[config.mk]
export PLATFORM = sky130hd
export DESIGN_NAME = energy_vad_segmenter_flat
export DESIGN_NICKNAME = d
export VERILOG_FILES = /design/src/hw/rtl/evs_pkg.sv /design/src/hw/rtl/evs_in_if.sv /design/src/hw/rtl/evs_out_if.sv /design/src/hw/rtl/energy_vad_segmenter.sv /design/src/flat_wrapper.sv
export SDC_FILE = /design/constraint.sdc
export NUM_CORES = 2
export LEC_CHECK = 0
export BUFFER_PORTS_ARGS = -buffer_cell sky130_fd_sc_hd__buf_2
export CORE_MARGIN = 4
export CORE_UTILIZATION = 55
export CTS_CLUSTER_DIAMETER = 40
export DETAILED_ROUTE_END_ITERATION = 8
export PLACE_DENSITY = 0.71
export SKIP_CTS_REPAIR_TIMING = 1
export SLEW_MARGIN = 20
export SYNTH_ARGS = -nofsm -noshare
export SYNTH_HDL_FRONTEND = slang
export SYNTH_SLANG_ARGS = --single-unit
[constraint.sdc]
create_clock -name clk -period 17.8 [get_ports clk]
set_input_delay 2.67 -clock clk [delete_from_list [all_inputs] [get_ports clk]]
set_output_delay 2.67 -clock clk [all_outputs]
set_load 0.005 [all_outputs]
[src/hw/rtl/evs_pkg.sv]
package evs_pkg;

	// Default frame length in samples
	localparam int unsigned FRAME_SAMPLES_DEF = 480;

	// Payload widths
	localparam int unsigned SAMPLE_W = 16;
	localparam int unsigned MAG_W    = 16;
	localparam int unsigned SQ_W     = 31;
	localparam int unsigned THR_W    = 31;
	localparam int unsigned CNT_W    = 20;
	localparam int unsigned EV_W     = 3;

	// Configuration port
	localparam int unsigned CFG_DATA_W = THR_W;
	localparam int unsigned REG_IDX_W  = 2;

	typedef enum logic [REG_IDX_W-1:0] {
		REG_ENERGY_THRESHOLD = 2'd0,
		REG_SILENCE_SAMPLES  = 2'd1,
		REG_MAX_SEGMENT      = 2'd2,
		REG_MIN_SEGMENT      = 2'd3
	} reg_index_t;

	localparam logic [THR_W-1:0] THRESHOLD_RST   = 31'd107374;
	localparam logic [CNT_W-1:0] SILENCE_RST     = 20'd16000;
	localparam logic [CNT_W-1:0] MAX_SEGMENT_RST = 20'd480000;
	localparam logic [CNT_W-1:0] MIN_SEGMENT_RST = 20'd8000;

	typedef enum logic [EV_W-1:0] {
		EV_IDLE      = 3'd0,
		EV_ONSET     = 3'd1,
		EV_RECORDING = 3'd2,
		EV_READY     = 3'd3,
		EV_SHORT     = 3'd4,
		EV_MAXLEN    = 3'd5
	} event_t;

	// Result queue
	localparam int unsigned FIFO_DEPTH = 8;
	localparam int unsigned FIFO_AW    = $clog2(FIFO_DEPTH);
	localparam int unsigned OCC_W      = $clog2(FIFO_DEPTH + 1);

	typedef struct packed {
		event_t             event_res;
		logic               frame_is_speech;
		logic [CNT_W-1:0]   segment_length;
	} result_t;

endpackage

[src/hw/rtl/evs_in_if.sv]
interface evs_in_if;
	logic                                  valid;
	logic                                  ready;
	logic signed [evs_pkg::SAMPLE_W-1:0]   sample;
	logic                                  frame_end;

	modport source (output valid, output sample, output frame_end, input ready);
	modport sink (input valid, input sample, input frame_end, output ready);
endinterface

[src/hw/rtl/evs_out_if.sv]
interface evs_out_if;
	logic                          valid;
	logic                          ready;
	evs_pkg::event_t               event_res;
	logic                          frame_is_speech;
	logic [evs_pkg::CNT_W-1:0]     segment_length;

	modport source (output valid, output event_res, output frame_is_speech,
		output segment_length, input ready);
	modport sink (input valid, input event_res, input frame_is_speech,
		input segment_length, output ready);
endinterface

[src/hw/rtl/energy_vad_segmenter.sv]
// Energy-based voice activity segmenter. Signed 16-bit samples enter on the audio channel, one
// transfer per clock, and a frame closes on a sample with frame_end set or on its FRAME_SAMPLES-th
// sample. Each closed frame yields exactly one transfer on the result channel (idle, onset,
// recording, segment ready, too short or maximum length, with the speech flag and the segment
// length); samples that do not close a frame yield nothing. The block sustains one sample per
// cycle. Each closing sample passes in turn through the input register, squarer,
// accumulator, threshold multiplier, energy compare and segment state update. Results wait in an
// eight-entry queue; audio.ready falls only when every queue slot is spoken for by a result
// already queued or by a sample still in flight, so a stalled consumer holds the stream back but
// a prompt one never does. No clearing pass is needed after reset. Registers are written through
// cfg_we, cfg_index and cfg_data and should only be changed while no frame is being processed.

module energy_vad_segmenter #(
	parameter int unsigned FRAME_SAMPLES = evs_pkg::FRAME_SAMPLES_DEF
) (
	input  logic                                clk,
	input  logic                                arst_n,
	input  logic                                cfg_we,
	input  logic [evs_pkg::REG_IDX_W-1:0]       cfg_index,
	input  logic [evs_pkg::CFG_DATA_W-1:0]      cfg_data,
	evs_in_if.sink                              audio,
	evs_out_if.source                           result
);

	localparam int unsigned CNT_W   = evs_pkg::CNT_W;
	localparam int unsigned THR_W   = evs_pkg::THR_W;
	localparam int unsigned SQ_W    = evs_pkg::SQ_W;
	localparam int unsigned MAG_W   = evs_pkg::MAG_W;
	localparam int unsigned OCC_W   = evs_pkg::OCC_W;
	localparam int unsigned FIFO_AW = evs_pkg::FIFO_AW;
	// Frame counter holds up to FRAME_SAMPLES; the sum holds FRAME_SAMPLES squares of 2^30.
	localparam int unsigned FC_W    = $clog2(FRAME_SAMPLES + 1);
	localparam int unsigned SUM_W   = SQ_W + FC_W - 1;
	localparam int unsigned PROD_W  = THR_W + FC_W;
	localparam logic [FC_W-1:0] LAST_CNT = FC_W'(FRAME_SAMPLES - 1);
	localparam logic [OCC_W-1:0] OCC_FULL = OCC_W'(evs_pkg::FIFO_DEPTH);

	function automatic logic [CNT_W-1:0] sat_add(input logic [CNT_W-1:0] a,
		input logic [CNT_W-1:0] b);
		logic [CNT_W:0] s;
		s = {1'b0, a} + {1'b0, b};
		return s[CNT_W] ? {CNT_W{1'b1}} : s[CNT_W-1:0];
	endfunction

	// Configuration registers.
	logic [THR_W-1:0] thr_q;
	logic [CNT_W-1:0] sil_lim_q;
	logic [CNT_W-1:0] max_seg_q;
	logic [CNT_W-1:0] min_seg_q;

	always_ff @(posedge clk or negedge arst_n) begin
		if (!arst_n) begin
			thr_q     <= evs_pkg::THRESHOLD_RST;
			sil_lim_q <= evs_pkg::SILENCE_RST;
			max_seg_q <= evs_pkg::MAX_SEGMENT_RST;
			min_seg_q <= evs_pkg::MIN_SEGMENT_RST;
		end else if (cfg_we) begin
			unique case (evs_pkg::reg_index_t'(cfg_index))
				evs_pkg::REG_ENERGY_THRESHOLD: thr_q     <= cfg_data[THR_W-1:0];
				evs_pkg::REG_SILENCE_SAMPLES:  sil_lim_q <= cfg_data[CNT_W-1:0];
				evs_pkg::REG_MAX_SEGMENT:      max_seg_q <= cfg_data[CNT_W-1:0];
				evs_pkg::REG_MIN_SEGMENT:      min_seg_q <= cfg_data[CNT_W-1:0];
				default: ;
			endcase
		end
	end

	// Flow control. Every accepted sample reserves one queue slot. The reservation is released
	// when the sample turns out not to close a frame, or when its result leaves the queue.
	logic             in_xfer;
	logic             out_xfer;
	logic             drop;
	logic [OCC_W-1:0] occ_q;

	assign audio.ready = (occ_q < OCC_FULL);
	assign in_xfer     = audio.valid && audio.ready;

	always_ff @(posedge clk or negedge arst_n) begin
		if (!arst_n) begin
			occ_q <= '0;
		end else begin
			occ_q <= occ_q + OCC_W'(in_xfer) - OCC_W'(drop) - OCC_W'(out_xfer);
		end
	end

	// Stage 1: input register.
	logic                        valid_s1;
	logic [evs_pkg::SAMPLE_W-1:0] sample_s1;
	logic                        frame_end_s1;

	always_ff @(posedge clk or negedge arst_n) begin
		if (!arst_n) begin
			valid_s1 <= 1'b0;
		end else begin
			valid_s1 <= in_xfer;
		end
	end

	always_ff @(posedge clk) begin
		if (in_xfer) begin
			sample_s1    <= audio.sample;
			frame_end_s1 <= audio.frame_end;
		end
	end

	// Stage 2: magnitude and square. The magnitude of -32768 is 32768, which still fits.
	logic [MAG_W-1:0]   mag;
	logic [2*MAG_W-1:0] sq_full;
	logic               valid_s2;
	logic [SQ_W-1:0]    sq_s2;
	logic               frame_end_s2;

	assign mag     = sample_s1[MAG_W-1] ? (~sample_s1 + MAG_W'(1)) : sample_s1;
	assign sq_full = mag * mag;

	always_ff @(posedge clk or negedge arst_n) begin
		if (!arst_n) begin
			valid_s2 <= 1'b0;
		end else begin
			valid_s2 <= valid_s1;
		end
	end

	always_ff @(posedge clk) begin
		if (valid_s1) begin
			sq_s2        <= sq_full[SQ_W-1:0];
			frame_end_s2 <= frame_end_s1;
		end
	end

	// Stage 3: frame accumulator. A frame closes on frame_end or on its last allowed sample.
	logic [SUM_W-1:0] energy_sum_q;
	logic [FC_W-1:0]  frame_count_q;
	logic [SUM_W-1:0] sum_next;
	logic [FC_W-1:0]  cnt_next;
	logic             close;
	logic             valid_s3;
	logic [SUM_W-1:0] sum_s3;
	logic [FC_W-1:0]  n_s3;

	assign sum_next = energy_sum_q + SUM_W'(sq_s2);
	assign cnt_next = frame_count_q + FC_W'(1);
	assign close    = frame_end_s2 || (frame_count_q == LAST_CNT);
	assign drop     = valid_s2 && !close;

	always_ff @(posedge clk or negedge arst_n) begin
		if (!arst_n) begin
			energy_sum_q  <= '0;
			frame_count_q <= '0;
			valid_s3      <= 1'b0;
		end else begin
			valid_s3 <= valid_s2 && close;
			if (valid_s2) begin
				if (close) begin
					energy_sum_q  <= '0;
					frame_count_q <= '0;
				end else begin
					energy_sum_q  <= sum_next;
					frame_count_q <= cnt_next;
				end
			end
		end
	end

	always_ff @(posedge clk) begin
		if (valid_s2 && close) begin
			sum_s3 <= sum_next;
			n_s3   <= cnt_next;
		end
	end

	// Stage 4: threshold scaled by the frame's sample count.
	logic              valid_s4;
	logic [PROD_W-1:0] prod_s4;
	logic [SUM_W-1:0]  sum_s4;
	logic [FC_W-1:0]   n_s4;

	always_ff @(posedge clk or negedge arst_n) begin
		if (!arst_n) begin
			valid_s4 <= 1'b0;
		end else begin
			valid_s4 <= valid_s3;
		end
	end

	always_ff @(posedge clk) begin
		if (valid_s3) begin
			prod_s4 <= PROD_W'(thr_q) * PROD_W'(n_s3);
			sum_s4  <= sum_s3;
			n_s4    <= n_s3;
		end
	end

	// Stage 5: energy compare.
	logic            valid_s5;
	logic            speech_s5;
	logic [FC_W-1:0] n_s5;

	always_ff @(posedge clk or negedge arst_n) begin
		if (!arst_n) begin
			valid_s5 <= 1'b0;
		end else begin
			valid_s5 <= valid_s4;
		end
	end

	always_ff @(posedge clk) begin
		if (valid_s4) begin
			speech_s5 <= (PROD_W'(sum_s4) > prod_s4);
			n_s5      <= n_s4;
		end
	end

	// Stage 6: segment state. One closed frame is handled per cycle, so back-to-back
	// single-sample frames see each other's updates.
	logic             in_speech_q;
	logic [CNT_W-1:0] silence_count_q;
	logic [CNT_W-1:0] segment_count_q;
	logic             in_speech_n;
	logic [CNT_W-1:0] silence_n;
	logic [CNT_W-1:0] segment_n;
	logic [CNT_W-1:0] n_ext;
	evs_pkg::event_t  ev_n;
	evs_pkg::result_t res_n;

	assign n_ext = CNT_W'(n_s5);

	always_comb begin
		in_speech_n = in_speech_q;
		silence_n   = silence_count_q;
		segment_n   = segment_count_q;
		ev_n        = evs_pkg::EV_IDLE;
		if (speech_s5) begin
			// Onset restarts the segment; speech also clears the trailing silence.
			in_speech_n = 1'b1;
			ev_n        = in_speech_q ? evs_pkg::EV_RECORDING : evs_pkg::EV_ONSET;
			silence_n   = '0;
			segment_n   = sat_add(in_speech_q ? segment_count_q : '0, n_ext);
		end else if (in_speech_q) begin
			segment_n = sat_add(segment_count_q, n_ext);
			silence_n = sat_add(silence_count_q, n_ext);
			ev_n      = evs_pkg::EV_RECORDING;
			if (silence_n >= sil_lim_q) begin
				in_speech_n = 1'b0;
				ev_n        = (segment_n < min_seg_q) ? evs_pkg::EV_SHORT : evs_pkg::EV_READY;
			end
		end
		// A segment that reaches the length limit is cut here, whatever happened above.
		if (in_speech_n && (segment_n >= max_seg_q)) begin
			in_speech_n = 1'b0;
			ev_n        = evs_pkg::EV_MAXLEN;
		end
		res_n.event_res       = ev_n;
		res_n.frame_is_speech = speech_s5;
		res_n.segment_length  = (ev_n == evs_pkg::EV_IDLE) ? '0 : segment_n;
	end

	always_ff @(posedge clk or negedge arst_n) begin
		if (!arst_n) begin
			in_speech_q     <= 1'b0;
			silence_count_q <= '0;
			segment_count_q <= '0;
		end else if (valid_s5) begin
			in_speech_q     <= in_speech_n;
			silence_count_q <= silence_n;
			segment_count_q <= segment_n;
		end
	end

	// Result queue. It cannot overflow: the reservation count bounds everything in flight.
	evs_pkg::result_t     fifo_q [evs_pkg::FIFO_DEPTH];
	logic [FIFO_AW-1:0]   wr_ptr_q;
	logic [FIFO_AW-1:0]   rd_ptr_q;
	logic [OCC_W-1:0]     fifo_cnt_q;
	evs_pkg::result_t     head;

	assign out_xfer = result.valid && result.ready;

	always_ff @(posedge clk or negedge arst_n) begin
		if (!arst_n) begin
			wr_ptr_q   <= '0;
			rd_ptr_q   <= '0;
			fifo_cnt_q <= '0;
		end else begin
			if (valid_s5) begin
				wr_ptr_q <= wr_ptr_q + FIFO_AW'(1);
			end
			if (out_xfer) begin
				rd_ptr_q <= rd_ptr_q + FIFO_AW'(1);
			end
			fifo_cnt_q <= fifo_cnt_q + OCC_W'(valid_s5) - OCC_W'(out_xfer);
		end
	end

	always_ff @(posedge clk) begin
		if (valid_s5) begin
			fifo_q[wr_ptr_q] <= res_n;
		end
	end

	assign head                   = fifo_q[rd_ptr_q];
	assign result.valid           = (fifo_cnt_q != '0);
	assign result.event_res       = head.event_res;
	assign result.frame_is_speech = head.frame_is_speech;
	assign result.segment_length  = head.segment_length;

endmodule
[src/flat_wrapper.sv]
// flat-port wrapper written by rule: the top's interface ports become plain ports
module energy_vad_segmenter_flat 
#(
	parameter int unsigned FRAME_SAMPLES = evs_pkg::FRAME_SAMPLES_DEF
)
  (clk, arst_n, cfg_we, cfg_index, cfg_data, audio_valid, audio_sample, audio_frame_end, audio_ready, result_valid, result_event_res, result_frame_is_speech, result_segment_length, result_ready);
  evs_in_if audio_i ();
  evs_out_if result_i ();
  input  logic clk;
  input  logic arst_n;
  input  logic cfg_we;
  input  logic [evs_pkg::REG_IDX_W-1:0] cfg_index;
  input  logic [evs_pkg::CFG_DATA_W-1:0] cfg_data;
  input wire logic [$bits(audio_i.valid)-1:0] audio_valid;
  input wire logic [$bits(audio_i.sample)-1:0] audio_sample;
  input wire logic [$bits(audio_i.frame_end)-1:0] audio_frame_end;
  output wire logic [$bits(audio_i.ready)-1:0] audio_ready;
  output wire logic [$bits(result_i.valid)-1:0] result_valid;
  output wire logic [$bits(result_i.event_res)-1:0] result_event_res;
  output wire logic [$bits(result_i.frame_is_speech)-1:0] result_frame_is_speech;
  output wire logic [$bits(result_i.segment_length)-1:0] result_segment_length;
  input wire logic [$bits(result_i.ready)-1:0] result_ready;
  assign audio_i.valid = audio_valid;
  assign audio_i.sample = audio_sample;
  assign audio_i.frame_end = audio_frame_end;
  assign audio_ready = audio_i.ready;
  assign result_valid = result_i.valid;
  assign result_event_res = result_i.event_res;
  assign result_frame_is_speech = result_i.frame_is_speech;
  assign result_segment_length = result_i.segment_length;
  assign result_i.ready = result_ready;
  energy_vad_segmenter #(.FRAME_SAMPLES(FRAME_SAMPLES)) u_core (.clk(clk), .arst_n(arst_n), .cfg_we(cfg_we), .cfg_index(cfg_index), .cfg_data(cfg_data), .audio(audio_i), .result(result_i));
endmodule
* Yosys cells after proc, flatten, opt, wreduce, memory -nomap -nowiden
Memories as Yosys holds them, arrays and structs flattened.
Index checks and enable logic that the tools add are counted.
** Word-level totals
- Memories kept :: 1
- Register bits after elaboration :: 394
- Bits of input ports :: 55
- Memory bits (writable) :: 192
** Memories
- u_core.fifo_q :: depth 8, bits a word 24, read ports 1, clocked after Yosys merged registers in 0, wr ports 1, RTL line energy_vad_segmenter.sv:271 : evs_pkg::result_t fifo_q [evs_pkg::FIFO_DEPTH];
** Operators by class
- Eq/ne operators :: 4
- Reductions and logical operators :: 16
- Muxes and demuxes :: 24
- Add/subtract/negate cells :: 13
- Bitwise operators :: 1
- Multiply operators :: 2
- Order comparisons :: 5
** Operator list (number)
- 20-bit two-way mux :: 9
- 20-bit by 9-bit adder with 21-bit output :: 3
- 20-bit greater-or-equal comparator :: 2
- 39-bit by 40-bit greater-than comparator with 1-bit output :: 1
- 31-bit by 9-bit multiplier with 40-bit output :: 1
- 39-bit by 31-bit adder with 39-bit output :: 1
- 39-bit two-way mux :: 1
- 16-bit by 16-bit multiplier with 31-bit output :: 1
- 20-bit < comparator :: 1
- 16-bit by 1-bit adder with 16-bit output (second input constant) :: 1
- 16-bit two-way mux :: 1
- 16-bit inverter :: 1
- 3-bit two-way mux :: 5
- 4-bit by 1-bit subtractor with 4-bit output :: 3
- 2-bit AND reduction :: 5
- 9-bit by 1-bit adder with 9-bit output (second input constant) :: 1
- 9-bit == test (second input constant) :: 1
- 9-bit two-way mux :: 1
- 4-bit by 1-bit adder with 4-bit output :: 2
- 3-bit by 1-bit adder with 3-bit output (second input constant) :: 2
- 1-bit two-way mux :: 6
- 1-bit logical AND :: 5
- 2-bit == test (second input constant) :: 2
- 4-bit < comparator (second input constant) :: 1
- 8 further kinds :: 8

* Logic depth before layout (Yosys ltp)
- Depth in word-level cells :: 10
- Gate-level depth with buffers :: 32
- Gate-level depth less buffers :: 31

* Worst setup path before layout
Ideal clock, no wire load.
- Kind :: flip-flop to flip-flop
- Start :: register u_core.sample_s1[0] (netlist bit)
- End :: register u_core.sq_s2[30] (data pin)
- Stages on the path, launching flop included :: 33
- Library setup time :: 0.260 ns
- Path slack :: 10.118 ns
- Arrival time :: 7.422 ns
- Period minus slack after synthesis :: 7.682 ns
- Path buffers :: 2
- Required time :: 17.540 ns
- Path through :: edfxtp_1 > clkinv_1 > clkbuf_1 > ha_1 > nand2b_1 > xor2_1 > inv_1 > clkbuf_1 > nand2_1 > inv_1 > fa_1 > inv_1 > fa_1 > inv_1 > fa_1 > inv_1 > fa_1 > inv_1 > fa_1 > inv_1 > fa_1 > inv_1 > ha_1 > and2_1 > and3_1 > o2111ai_1 > a21boi_0 > a31oi_1 > o21ai_0 > a2111oi_0 > o21bai_1 > a21oi_1 > xnor2_1
** On the way
- Longest elaborated chain between the ends :: 4
** RTL lines
- start, declared :: RTL line energy_vad_segmenter.sv:88 : logic [evs_pkg::SAMPLE_W-1:0] sample_s1;
- start signal, assigned :: RTL line energy_vad_segmenter.sv:101 : sample_s1 <= audio.sample;
- 16-bit inverter :: RTL line energy_vad_segmenter.sv:113 : assign mag = sample_s1[MAG_W-1] ? (~sample_s1 + MAG_W'(1)) : sample_s1;
- 16-bit by 1-bit adder with 16-bit output :: RTL line energy_vad_segmenter.sv:113
- 16-bit two-way mux (*) :: RTL line energy_vad_segmenter.sv:113
- 16-bit by 16-bit multiplier with 31-bit output (*) :: RTL line energy_vad_segmenter.sv:114 : assign sq_full = mag * mag;
- named net u_core.sq_full[30] :: RTL line energy_vad_segmenter.sv:108 : logic [2*MAG_W-1:0] sq_full;
- end signal, assigned :: RTL line energy_vad_segmenter.sv:126 : sq_s2 <= sq_full[SQ_W-1:0];
- end, declared :: RTL line energy_vad_segmenter.sv:110 : logic [SQ_W-1:0] sq_s2;
Mark *: on every way through the listed nets, which the timed path passes. The rest lies on a longest branch.
A chain may end at the register's enable or synchronous reset.

* Worst setup path in the final report
- Start :: register u_core.sample_s1[4] (netlist bit)
- End :: register u_core.sq_s2[29] (data pin)
Same word-level chain as after synthesis.

==> flow_summary_export.csv <==
group,metric,value,unit
setup_path,worstPathArrival,9.22,ns
floorplan,placementRows,102,
logic_synthesis,ys_seq_area_share,38.5,%
logic_synthesis,synth_top_cells_by_count,"inv_1 (562), nand2_1 (403), edfxtp_1 (386)",
final_layout,fillers,6251,
setup_path,max_stage_delay,0.72,ns
detailed_routing,drc,0,
outcome,status,"finished clean",
final_layout,final_cell_area,47800,um2
logic_synthesis,syn_area_per_cell,11.0,um2
placement,hpwl,69600,um
detailed_routing,wire_per_inst,18.5,um
clocking,clkTransAtPathRegs,0.06,ns
clocking,cts_buffer_depth,3,
logic_synthesis,synth-main-ff-cell,"edfxtp_1",
clocking,clock_latency,0.65,ns
clocking,cts.htree.levels,3,
logic_synthesis,yosysMostFrequentCell,"inv_1",
timing,relSlewSlack,24.2,%
timing,rsz0062_at_grt,"no",
timing,worst_pin_slew,1.13,ns
placement,gp_congestion,0.917,
setup_path,reg2regPathDepth,26,
setup_path,cp-start-kind,"register",
timing,timing.final.max_slew_violations,0,
logic_synthesis,mappedNetlistArea,43200,um2
clocking,cts_buffers,87,
logic_synthesis,synth-edff-count,386,
detailed_routing,firstDrtPassIters,5,
placement,placement.cell_area,44700,um2
timing,setup_slack,8.95,ns
floorplan,io_pins,81,
timing,clock.fmax,0.113,GHz
timing,skew,0.0347,ns
final_layout,area_delta_synth_final,10.9,%
setup_path,worst_path_max_delay_cell,"xnor2_1",
logic_synthesis,yosys.area.top_type_share,26.9,%
detailed_routing,vias,28500,
placement,place_ws,9.05,ns
floorplan,start_util,55.6,%
timing,finalHoldViolCount,0,
clocking,cts_root_buf,"clkbuf_16",
logic_synthesis,yosysWarnings,0,
logic_synthesis,ys_async_sr_fraction,34.0,%
detailed_routing,detail-route-antenna-nets,0,
setup_path,critPathMaxFanout,10,
floorplan,die_height,288,um
global_routing,grtUsageTotal,23.6,%
detailed_routing,drtIter0Drc,2002,
floorplan,die-area,83000,um2
global_routing,first_global_vias,30100,
logic_synthesis,yosys-top-cells-area,"edfxtp_1 (27%), fa_1 (17%), dfrtp_1 (9.9%), ha_1 (9.3%), inv_1 (4.9%)",
flow_run,cap_violations,0,
timing,finalSetupTns,0,ns
floorplan,coreArea,77600,um2
min_path,hold_path.class,"reg -> reg",
setup_path,crit_type,"reg -> reg",
logic_synthesis,syn_inst,3914,
timing,period_share,49.7,%
global_routing,grt_pass1_wl,157000,um
global_routing,antenna_found_initial,0,
setup_path,cpMostUsedCell,"fa_1",
global_routing,overflow,0,
clocking,cts_tree,"yes",
setup_path,cp.required,18.17,ns
final_layout,fin_nets,4728,
timing,fin_crit,8.85,ns
global_routing,grt_max_degree,93,
final_layout,antenna_cells,0,
logic_synthesis,synth_seq_cells,585,
detailed_routing,viasPerCell,5.61,
clocking,cts.sinks,585,
detailed_routing,wl,94200,um
logic_synthesis,synth_top_cell_by_area,"edfxtp_1",
final_layout,drive_gt1_share,12.5,%
logic_synthesis,synth_cell_types,74,
floorplan,die_w,288,um
placement,port_buffers,80,
timing,setup_viol,0,
setup_path,worst_setup_path_end_kind,"register",
min_path,hold_depth,0,
==> cell families (layout without fill, tap and decap cells) <==
logic type	count (synthesis)	after routing	share of synthesized area, %
xor gates and xnor gates	162	162	3.29
other	2	11	0.0174
DFF	585	585	38.5
AOI/OAI and AO/OA	572	572	8.56
adders and majority gates	696	696	26.7
muxes	176	176	5.83
and+or+nand+nor	1002	1002	10.9
buffers and inverters	719	848	6.26
==> flip-flops by register name, summed over array words and instances (netlist names), 16 cells and up <==
name,count
u_core.energy_sum_q,39
u_core.fifo_q,192
u_core.max_seg_q,20
u_core.min_seg_q,20
u_core.prod_s4,40
u_core.sample_s1,16
u_core.segment_count_q,20
u_core.sil_lim_q,20
u_core.silence_count_q,20
u_core.sq_s2,30
u_core.sum_s3,39
u_core.sum_s4,39
u_core.thr_q,31
==> metal layers <==
metal	track usage (%)	part of all wire, %
met1	30.3	41
met2	42.0	52
met3	2.65	4.3
met4	7.97	3.2
met5	0	0
==> per-stage QoR <==
step | cells | utilization, % | hold slack (ns)
after floorplan | 3923 | - | 0.400
after global placement | 4928 | 57.6 | 0.401
after detailed placement | 4928 | 57.6 | 0.405
after CTS | 5092 | 61.7 | 0.406
after global routing | 5092 | 61.7 | 0.403
final | 5092 | 61.7 | 0.409
==> cell type report <==
| cell class | count | area (um2) | area share, % |
|---|---|---|---|
| clock buffer | 104 | 2300 | 4.81 |
| clock inverter | 60 | 841 | 1.76 |
| inverter | 569 | 2140 | 4.46 |
| multi-input combinational | 2619 | 24000 | 50.1 |
| sequential | 585 | 16600 | 34.7 |
| tap | 1040 | 1300 | 2.72 |
| timing repair buffer | 115 | 673 | 1.41 |
==> worst paths after layout <==
check | from | to | slack [ns]
setup reg to reg | u_core.sample_s1[4] | u_core.sq_s2[29] | 8.95
setup / recovery | u_core.sample_s1[4] | u_core.sq_s2[29] | 8.95
hold reg to reg | u_core.sum_s3[26] | u_core.sum_s4[26] | 0.41
max in group asynchronous | arst_n | u_core.valid_s3 | 14.47
min in group asynchronous | arst_n | u_core.silence_count_q[15] | 1.99
hold / removal | u_core.sum_s3[26] | u_core.sum_s4[26] | 0.41
==> cell usage in the layout, fill, tap and decap left out, types with 32 or more instances in the layout <==
| cell type | synthesis | routed |
|---|---|---|
| ha_1 | 322 | 322 |
| nand3_1 | 89 | 89 |
| inv_1 | 562 | 562 |
| a21o_1 | 86 | 86 |
| nor3_1 | 35 | 33 |
| dfrtp_1 | 170 | 166 |
| clkbuf_16 | 0 | 87 |
| buf_2 | 1 | 79 |
| o21ai_0 | 145 | 145 |
| buf_4 | 0 | 35 |
| and2_1 | 133 | 133 |
| edfxtp_1 | 386 | 386 |
| xor2_1 | 54 | 54 |
| mux4_2 | 48 | 48 |
| nor2b_1 | 35 | 33 |
| mux2_2 | 123 | 123 |
| and3_1 | 32 | 32 |
| nor2_1 | 179 | 173 |
| xnor2_1 | 108 | 108 |
| a21oi_1 | 138 | 137 |
| fa_1 | 374 | 374 |
| nand2_1 | 403 | 403 |
==> worst max-delay path, delay by kind of cell, from the launching register on <==
family	cells	cell delay, ns
flip-flops	1	0.44
AND/OR/NAND/NOR	6	1.87
XOR/XNOR	2	0.80
AO/OA/AOI/OAI	6	1.45
buffers and inverters	5	0.87
adder cells (fa/ha/maj)	7	3.17
Power is left out: the tool's default activity adds up to more than one toggle a clock period on the data nets, which glitch-free logic cannot reach.
